===== config.mk =====
export PLATFORM = sky130hd
export DESIGN_NAME = page_cache_recency_replacement
export DESIGN_NICKNAME = d
export VERILOG_FILES = /design/src/rtl/pcr_pkg.sv /design/src/rtl/page_cache_recency_replacement.sv /design/src/rtl/pcr_front.sv /design/src/rtl/pcr_back.sv
export VERILOG_INCLUDE_DIRS = /design/src /design/src/rtl
export SDC_FILE = /design/constraint.sdc
export NUM_CORES = 2
export LEC_CHECK = 0
export CELL_PAD_IN_SITES_DETAIL_PLACEMENT = 1
export CELL_PAD_IN_SITES_GLOBAL_PLACEMENT = 1
export CORE_UTILIZATION = 48
export CTS_CLUSTER_DIAMETER = 80
export DETAILED_ROUTE_END_ITERATION = 16
export DONT_BUFFER_PORTS = 1
export HOLD_SLACK_MARGIN = 0.05
export PLACE_DENSITY = 0.76
export SYNTH_ARGS = -nofsm -noshare
export SYNTH_HDL_FRONTEND = slang
export SYNTH_SLANG_ARGS = --single-unit

===== constraint.sdc =====
create_clock -name clk -period 4.87 [get_ports clk]
set_clock_uncertainty 0.2 [all_clocks]
set_input_delay 0.974 -clock clk [delete_from_list [all_inputs] [get_ports clk]]
set_output_delay 0.974 -clock clk [all_outputs]
set_load 0.02 [all_outputs]

===== src/rtl/page_cache_recency_replacement_defines.svh =====
// Assertion macros used by the page cache back end.
`ifndef PAGE_CACHE_RECENCY_REPLACEMENT_DEFINES_SVH
`define PAGE_CACHE_RECENCY_REPLACEMENT_DEFINES_SVH
// Implication checked on every clock edge outside reset.
`define PCR_ASSERT_IMPL(label, ante, cons, msg) \
  label: assert property (@(posedge clk) disable iff (!rst_n) (ante) |-> (cons)) \
    else $error(msg);
// Implication checked in the cycle after the antecedent, outside reset.
`define PCR_ASSERT_NEXT(label, ante, cons, msg) \
  label: assert property (@(posedge clk) disable iff (!rst_n) (ante) |=> (cons)) \
    else $error(msg);
`endif


===== src/rtl/pcr_pkg.sv =====
// Package with the types and codes of the page cache replacement controller.
`default_nettype none
package pcr_pkg;
  localparam logic [1:0] MODE_GET    = 2'd0;
  localparam logic [1:0] MODE_CREATE = 2'd1;
  localparam logic [1:0] MODE_FLUSH  = 2'd2;
  localparam logic [1:0] MODE_UNUSED = 2'd3;

  typedef struct packed {
    logic [1:0]  mode;
    logic [31:0] page_id;
    logic [31:0] new_page_id;
  } in_word_t;

  typedef struct packed {
    logic        hit;
    logic [3:0]  slot_index;
    logic [31:0] result_page_id;
    logic        writeback_valid;
    logic [31:0] writeback_page_id;
    logic        fetch_valid;
    logic        last;
  } out_word_t;

  typedef enum logic [2:0] {
    ST_IDLE,
    ST_SCAN,
    ST_COMMIT,
    ST_FLUSH,
    ST_CLOSE
  } state_t;
endpackage
`default_nettype wire


===== src/rtl/page_cache_recency_replacement.sv =====
// Top level of the page cache tag and replacement controller.
// A get or create gives its single word after the slot scan and the commit step, once
// it leaves the two-entry queue; a flush walks every slot and then closes with a final word.
// The back end takes a new command only once the slot walk of the last one has ended.
// Words leave on a one-cycle strobe and cannot be stalled; busy rises when the queue is full.
// Synchronous active-low reset clears all stamps, dirty marks and sets the counter to one.
`default_nettype none
module page_cache_recency_replacement #(
  parameter int          CACHE_ENTRIES = 16,
  parameter logic [31:0] STAMP_MAX     = 32'd65535
) (
  input  wire                clk,
  input  wire                rst_n,
  input  wire                start,
  output logic               busy,
  input  pcr_pkg::in_word_t  in_word,
  output logic               out_strobe,
  output pcr_pkg::out_word_t out_word,
  input  wire                cfg_we,
  input  wire  [31:0]        cfg_wdata
);
  logic [31:0]       null_page_id_r;
  logic              q_valid, q_pop;
  pcr_pkg::in_word_t q_word;

  always_ff @(posedge clk) begin
    if (!rst_n) null_page_id_r <= '0;
    else if (cfg_we) null_page_id_r <= cfg_wdata;
  end

  pcr_front #(.QUEUE_DEPTH(2)) u_front (
    .clk, .rst_n, .start, .busy, .in_word, .q_valid, .q_word, .q_pop
  );

  pcr_back #(.CACHE_ENTRIES(CACHE_ENTRIES), .STAMP_MAX(STAMP_MAX)) u_back (
    .clk, .rst_n, .null_page_id(null_page_id_r), .q_valid, .q_word, .q_pop,
    .out_valid(out_strobe), .out_word
  );
endmodule
`default_nettype wire


===== src/rtl/pcr_front.sv =====
// Front end: accepts commands, drops the unused mode and queues the rest.
`default_nettype none
module pcr_front #(
  parameter int QUEUE_DEPTH = 2
) (
  input  wire                 clk,
  input  wire                 rst_n,
  input  wire                 start,
  output logic                busy,
  input  pcr_pkg::in_word_t   in_word,
  output logic                q_valid,
  output pcr_pkg::in_word_t   q_word,
  input  wire                 q_pop
);
  localparam int AW = (QUEUE_DEPTH > 1) ? $clog2(QUEUE_DEPTH) : 1;
  pcr_pkg::in_word_t mem_r [QUEUE_DEPTH];
  logic [AW-1:0] wp_r, rp_r;
  logic [AW:0]   cnt_r, cnt_nxt;
  logic          push;

  assign busy    = (cnt_r == (AW+1)'(QUEUE_DEPTH));
  assign push    = start && !busy && (in_word.mode != pcr_pkg::MODE_UNUSED);
  assign q_valid = (cnt_r != '0);
  assign q_word  = mem_r[rp_r];

  always_comb begin
    cnt_nxt = cnt_r;
    if (push && !(q_pop && q_valid)) cnt_nxt = cnt_r + 1'b1;
    else if (!push && q_pop && q_valid) cnt_nxt = cnt_r - 1'b1;
  end

  always_ff @(posedge clk) begin
    if (!rst_n) begin
      wp_r  <= '0;
      rp_r  <= '0;
      cnt_r <= '0;
    end else begin
      cnt_r <= cnt_nxt;
      if (push) wp_r <= (wp_r == AW'(QUEUE_DEPTH-1)) ? '0 : wp_r + 1'b1;
      if (q_pop && q_valid) rp_r <= (rp_r == AW'(QUEUE_DEPTH-1)) ? '0 : rp_r + 1'b1;
    end
  end

  always_ff @(posedge clk) begin
    if (push) mem_r[wp_r] <= in_word;
  end
endmodule
`default_nettype wire


===== src/rtl/pcr_back.sv =====
// Back end: walks the slots for lookup, victim choice and flush, then updates them.
`default_nettype none
`include "page_cache_recency_replacement_defines.svh"
module pcr_back #(
  parameter int          CACHE_ENTRIES = 16,
  parameter logic [31:0] STAMP_MAX     = 32'd65535
) (
  input  wire                clk,
  input  wire                rst_n,
  input  wire  [31:0]        null_page_id,
  input  wire                q_valid,
  input  pcr_pkg::in_word_t  q_word,
  output logic               q_pop,
  output logic               out_valid,
  output pcr_pkg::out_word_t out_word
);
  localparam int IW = (CACHE_ENTRIES > 1) ? $clog2(CACHE_ENTRIES) : 1;

  logic [31:0]  page_r  [CACHE_ENTRIES];
  logic [31:0]  stamp_r [CACHE_ENTRIES];
  logic [CACHE_ENTRIES-1:0] dirty_r;
  logic [31:0]  ctr_r, last_page_r;

  pcr_pkg::state_t   st_r, st_nxt;
  pcr_pkg::in_word_t cmd_r;
  logic [IW-1:0] idx_r;
  logic          found_r;
  logic [IW-1:0] hit_idx_r, vic_r, tgt;
  logic [31:0]   vic_stamp_r;
  logic [31:0]   cur_stamp;
  logic          match_now, last_idx;
  logic          out_valid_r;
  pcr_pkg::out_word_t out_r;

  // Stamp computation for the commit step.
  logic [31:0] key, ctr_a, ctr_b;
  logic        wrap;

  assign cur_stamp = stamp_r[idx_r];
  assign match_now = (cur_stamp != '0) && (page_r[idx_r] == cmd_r.page_id)
                     && (cmd_r.mode == pcr_pkg::MODE_GET);
  assign last_idx  = (idx_r == IW'(CACHE_ENTRIES-1));
  assign q_pop     = (st_r == pcr_pkg::ST_IDLE) && q_valid;
  assign out_valid = out_valid_r;
  assign out_word  = out_r;
  assign tgt       = found_r ? hit_idx_r : vic_r;

  assign key   = (cmd_r.mode == pcr_pkg::MODE_GET) ? cmd_r.page_id : null_page_id;
  assign wrap  = (ctr_r == STAMP_MAX);
  assign ctr_a = wrap ? 32'd1 : ctr_r;
  assign ctr_b = (last_page_r != key) ? ctr_a + 32'd1 : ctr_a;

  always_comb begin
    st_nxt = st_r;
    case (st_r)
      pcr_pkg::ST_IDLE:
        if (q_valid) st_nxt = (q_word.mode == pcr_pkg::MODE_FLUSH)
                              ? pcr_pkg::ST_FLUSH : pcr_pkg::ST_SCAN;
      pcr_pkg::ST_SCAN:   if (match_now || last_idx) st_nxt = pcr_pkg::ST_COMMIT;
      pcr_pkg::ST_COMMIT: st_nxt = pcr_pkg::ST_IDLE;
      pcr_pkg::ST_FLUSH:  if (last_idx) st_nxt = pcr_pkg::ST_CLOSE;
      pcr_pkg::ST_CLOSE:  st_nxt = pcr_pkg::ST_IDLE;
      default:            st_nxt = pcr_pkg::ST_IDLE;
    endcase
  end

  always_ff @(posedge clk) begin
    if (!rst_n) st_r <= pcr_pkg::ST_IDLE;
    else        st_r <= st_nxt;
  end

  always_ff @(posedge clk) begin
    if (!rst_n) begin
      for (int i = 0; i < CACHE_ENTRIES; i++) stamp_r[i] <= '0;
      dirty_r     <= '0;
      ctr_r       <= 32'd1;
      last_page_r <= '0;
      out_valid_r <= 1'b0;
      idx_r       <= '0;
      found_r     <= 1'b0;
    end else begin
      out_valid_r <= 1'b0;
      case (st_r)
        pcr_pkg::ST_IDLE: begin
          idx_r       <= '0;
          found_r     <= 1'b0;
          vic_r       <= '0;
          vic_stamp_r <= '1;
          cmd_r       <= q_word;
        end
        pcr_pkg::ST_SCAN: begin
          // Strict compare keeps the lowest index among equal stamps.
          if (idx_r == '0 || cur_stamp < vic_stamp_r) begin
            vic_r       <= idx_r;
            vic_stamp_r <= cur_stamp;
          end
          if (match_now) begin
            found_r   <= 1'b1;
            hit_idx_r <= idx_r;
          end
          if (!last_idx) idx_r <= idx_r + 1'b1;
        end
        pcr_pkg::ST_COMMIT: begin
          // The stamp wrap clears every other stamp while the target takes the new one.
          for (int i = 0; i < CACHE_ENTRIES; i++) begin
            if (IW'(i) == tgt) stamp_r[i] <= ctr_b;
            else if (wrap)     stamp_r[i] <= '0;
          end
          ctr_r       <= ctr_b;
          last_page_r <= key;
          out_valid_r <= 1'b1;
          out_r.last  <= 1'b1;
          if (found_r) begin
            dirty_r[hit_idx_r] <= 1'b1;
            out_r.hit               <= 1'b1;
            out_r.slot_index        <= 4'(hit_idx_r);
            out_r.result_page_id    <= cmd_r.page_id;
            out_r.writeback_valid   <= 1'b0;
            out_r.writeback_page_id <= '0;
            out_r.fetch_valid       <= 1'b0;
          end else begin
            page_r[vic_r]  <= (cmd_r.mode == pcr_pkg::MODE_GET)
                              ? cmd_r.page_id : cmd_r.new_page_id;
            dirty_r[vic_r] <= (cmd_r.mode != pcr_pkg::MODE_GET);
            out_r.hit               <= 1'b0;
            out_r.slot_index        <= 4'(vic_r);
            out_r.result_page_id    <= (cmd_r.mode == pcr_pkg::MODE_GET)
                                       ? cmd_r.page_id : cmd_r.new_page_id;
            out_r.writeback_valid   <= dirty_r[vic_r];
            out_r.writeback_page_id <= dirty_r[vic_r] ? page_r[vic_r] : '0;
            out_r.fetch_valid       <= (cmd_r.mode == pcr_pkg::MODE_GET);
          end
        end
        pcr_pkg::ST_FLUSH: begin
          if (dirty_r[idx_r]) begin
            stamp_r[idx_r]          <= '0;
            dirty_r[idx_r]          <= 1'b0;
            out_valid_r             <= 1'b1;
            out_r.hit               <= 1'b0;
            out_r.slot_index        <= 4'(idx_r);
            out_r.result_page_id    <= '0;
            out_r.writeback_valid   <= 1'b1;
            out_r.writeback_page_id <= page_r[idx_r];
            out_r.fetch_valid       <= 1'b0;
            out_r.last              <= 1'b0;
          end
          if (!last_idx) idx_r <= idx_r + 1'b1;
        end
        pcr_pkg::ST_CLOSE: begin
          out_valid_r <= 1'b1;
          out_r       <= '{hit: 1'b0, slot_index: '0, result_page_id: '0,
                           writeback_valid: 1'b0, writeback_page_id: '0,
                           fetch_valid: 1'b0, last: 1'b1};
        end
        default: ;
      endcase
    end
  end

  `PCR_ASSERT_IMPL(a_hit_no_fetch, out_valid && out_word.hit,
                   !out_word.fetch_valid && !out_word.writeback_valid,
                   "hit result carries a fetch or writeback")
  `PCR_ASSERT_NEXT(a_commit_result, st_r == pcr_pkg::ST_COMMIT,
                   out_valid && out_word.last, "commit did not emit a final word")
  `PCR_ASSERT_IMPL(a_pop_idle, q_pop, st_r == pcr_pkg::ST_IDLE,
                   "queue popped while the back end was busy")
  `PCR_ASSERT_NEXT(a_ctr_valid, 1'b1, ctr_r != '0, "stamp counter reached zero")
endmodule
`default_nettype wire


==> run_results.csv <==
group,metric,value,unit
run_status,status,"completed",
synth,syn_avg_cell_area,12.7,sq um
route,route.detailed.drc,0,
setup_path,path_cells,"buf_12 > buf_4 > mux4_2 > nor3b_1 > o41ai_1 > o211a_1 > o2111ai_1 > a2111oi_2 > nand4b_1 > nor4_1 > buf_4",
synth,ys_seq_elements,1468,
placement,place_ws,-0.232,ns
placement,dp_cells,6796,
synth,synth-main-ff-cell,"edfxtp_1",
cells_and_area,fin_nets,5384,
synth,synth_edf_count,822,
route,wl,239,mm
placement,gp_congestion,0.922,
setup_path,criticalPathCategory,"flip-flop to flip-flop",
setup_path,cpMostUsedCell,"buf_4",
synth,syn_inst,5216,
grt,grt_overflow,0,
hold_path,hp-class,"primary input to flip-flop",
synth,syn_area,66200,sq um
power_and_ir_drop,vdd_drop_max,0.000481,V
power_and_ir_drop,p_per_area,390,nW/um^2
timing,max_freq,0.206,GHz
route,wire_per_inst,33.3,microns
clock_tree,clk_path_buf_depth,3,
floorplanning,initial_core_util,0.486,
clock_tree,clk_latency,0.83,ns
timing,worstMarginPinSlew,1.31,ns
timing,worst_slack,0.0142,ns
route,ant_nets,0,
clock_tree,clkTransAtPathRegs,0.06,ns
timing,rsz0062_at_grt,"no",
timing,setup_viol,0,
synth,postSynth.asyncResetShare,0,
setup_path,crit_arrival,5.19,ns
floorplanning,die_x,373,microns
clock_tree,cts_buffers,156,
grt,antenna_found_initial,6,
clock_tree,htree_levels,4,
setup_path,crit_family,"compound AO/OA/AOI/OAI gates",
floorplanning,pin_count,176,
setup_path,critPathMaxStageDelay,0.63,ns
synth,ys_warn_count,0,
setup_path,slowest_stage,"o41ai_1",
timing,slew_headroom,0.120,
synth,seq_area_frac_synth,0.568,
cells_and_area,instances_no_fill,7154,
timing,drv_slew,0,
grt,grt_pass1_wl,344,mm
placement,portBuffers,0,
setup_path,crit_path_end_kind,"flip-flop",
timing,finalCritPeriodShare,0.997,
route,viasPerCell,6.82,
route,drtPass1Iterations,6,
timing,finalCriticalPeriod,4.86,ns
setup_path,cp_max_fo,80,
cells_and_area,drive_above_1_share,0.199,
job,max_cap_violations,0,
synth,synthDistinctLibCells,95,
cells_and_area,area.growth.synth_to_final,13.1,%
route,drt_iter0_markers,6182,
floorplanning,placementRows,135,
floorplanning,core,136000,sq um
power_and_ir_drop,p_leak,0.0247,uW
grt,grt_usage,0.335,
grt,grt_pass1_vias,49800,
grt,grt_max_degree,87,
setup_path,required,5.21,ns
floorplanning,die_y,373,microns
floorplanning,dieArea,139000,sq um
clock_tree,cts_tree,"done",
timing,hold_viol,0,
route,vias,48800,
clock_tree,clock-sinks,1468,
setup_path,start_kind,"flip-flop",
setup_path,critical_path_buf_inv_count,3,
placement,dp_hpwl,149,mm
cells_and_area,nFillCells,13400,
synth,synth_nets,5354,
clock_tree,cts-root-buf,"clkbuf_16",
## kinds of logic after synthesis
group           after synthesis  synth area share
fa+ha+maj                    36           0.00680
xor+xnor                     62           0.00962
compound gates             1098             0.106
flops                      1468             0.568
buf+inv                     484            0.0317
mux                         648             0.176
simple gates               1420             0.101
## per-layer routing
metal	wire, microns	global-route usage	up-vias
li1	-	-	20100
met1	86900	0.410	25000
met2	114000	0.551	2941
met3	21100	0.0659	779
met4	16100	0.199	10
met5	57	0	-
## cell type report
type                    instances  area, sq um  area share
flip-flops and latches       1468        37600       0.503
multi-input cells            3264        26800       0.358
clock buffers                 205         4290      0.0573
repair buffers                292         2780      0.0371
well taps                    1781         2230      0.0298
clock inverters                77          883      0.0118
inverters                      64          248     0.00331
diodes                          3         7.51    0.000100
## sequential cells by signal (all words and copies together) (netlist names), 2 cells and up, named ones only
| register | cells |
|---|---|
| u_back.cmd_r | 66 |
| u_front.cnt_r | 2 |
| u_back.page_r | 512 |
| u_front.mem_r | 132 |
| u_back.out_word | 72 |
| u_back.st_r | 3 |
| u_back.vic_r | 4 |
| u_back.idx_r | 4 |
| u_back.hit_idx_r | 4 |
| u_back.stamp_r | 512 |
| null_page_id_r | 32 |
| u_back.dirty_r | 16 |
| u_back.vic_stamp_r | 32 |
| u_back.ctr_r | 32 |
| u_back.last_page_r | 32 |
## where the power goes
part / switching [uW] / internal, uW / total, uW
sequential: 356 / 13600 / 14000
clock: 5360 / 6720 / 12100
combinational: 1930 / 1190 / 3120
## synthesized netlist by cell type (11+ instances only)
master,instances,share of area
a211oi_1,20,0.0023
a21o_1,15,0.0017
a21oi_1,147,0.011
a221oi_1,35,0.0046
a22o_1,56,0.0074
a22oi_1,70,0.0079
a311oi_1,57,0.0075
a32oi_1,51,0.0067
and2_1,11,0.0010
and3_1,46,0.0043
buf_1,48,0.0027
buf_2,61,0.0046
buf_4,26,0.0029
buf_6,13,0.0022
clkbuf_1,262,0.015
dfxtp_1,646,0.20
edfxtp_1,822,0.37
ha_1,36,0.0068
inv_1,61,0.0035
mux2_2,80,0.014
mux2i_1,160,0.024
mux4_2,406,0.14
nand2_1,641,0.036
nand2b_1,49,0.0046
nand3_1,128,0.0097
nand4_1,29,0.0027
nor2_1,273,0.015
nor2b_1,22,0.0021
nor3_1,55,0.0042
nor4_1,36,0.0034
nor4b_1,15,0.0020
o211ai_1,19,0.0022
o21ai_0,433,0.033
o21ai_1,49,0.0037
o31ai_1,56,0.0064
or3_1,21,0.0020
or3b_1,18,0.0024
or3b_2,11,0.0015
or4_1,13,0.0015
xnor2_1,37,0.0049
xor2_1,14,0.0019
## per-stage QoR
stage	TNS, ns	hold slack (ns)	total power, uW	utilization	cell area [sq um]
global route	0	0.0928	29800	0.550	74800
finish	0	0.104	29200	0.550	74800
detailed placement	-8.41	0.239	17200	0.505	68800
global placement	-10.12	0.229	17100	0.505	68800
CTS	0	0.0640	29100	0.548	74700
floorplan	0	0.206	16000	-	66200
## cell usage in the layout (no fill, tap or decap), types with 47 or more instances in the layout
master / synthesis / final
nand3_1: 128 / 128
a22oi_1: 70 / 70
a21oi_1: 147 / 145
nand2_1: 641 / 636
a311oi_1: 57 / 57
edfxtp_1: 822 / 822
inv_1: 61 / 58
mux2i_1: 160 / 160
o21ai_1: 49 / 51
o31ai_1: 56 / 56
mux2_2: 80 / 80
nand2b_1: 49 / 49
dfxtp_1: 646 / 636
mux4_2: 406 / 406
a22o_1: 56 / 56
nor2_1: 273 / 265
clkbuf_16: 0 / 161
buf_4: 26 / 195
a32oi_1: 51 / 51
o21ai_0: 433 / 431
dlygate4sd3_1: 0 / 67
nor3_1: 55 / 47
## final timing paths
check	slack, ns	from	cells after the start	end
max	0.01	flip-flop	11	u_back.hit_idx_r[1]
min	0.10	cfg_wdata[8]	2	null_page_id_r[8]
max reg2reg	0.01	flip-flop	11	u_back.hit_idx_r[1]
min reg2reg	0.25	u_back.stamp_r[2][15]	2	u_back.stamp_r[2][15]
## repair_timing
item	in CTS	in global routing
endpoints found under the setup margin	44	41
gates resized for setup	4	11
hold endpoints to repair	133	0
hold buffers	67	0
cloned	0	4
buffers inserted	0	3
No activity file was read; power rests on OpenSTA's default activity.
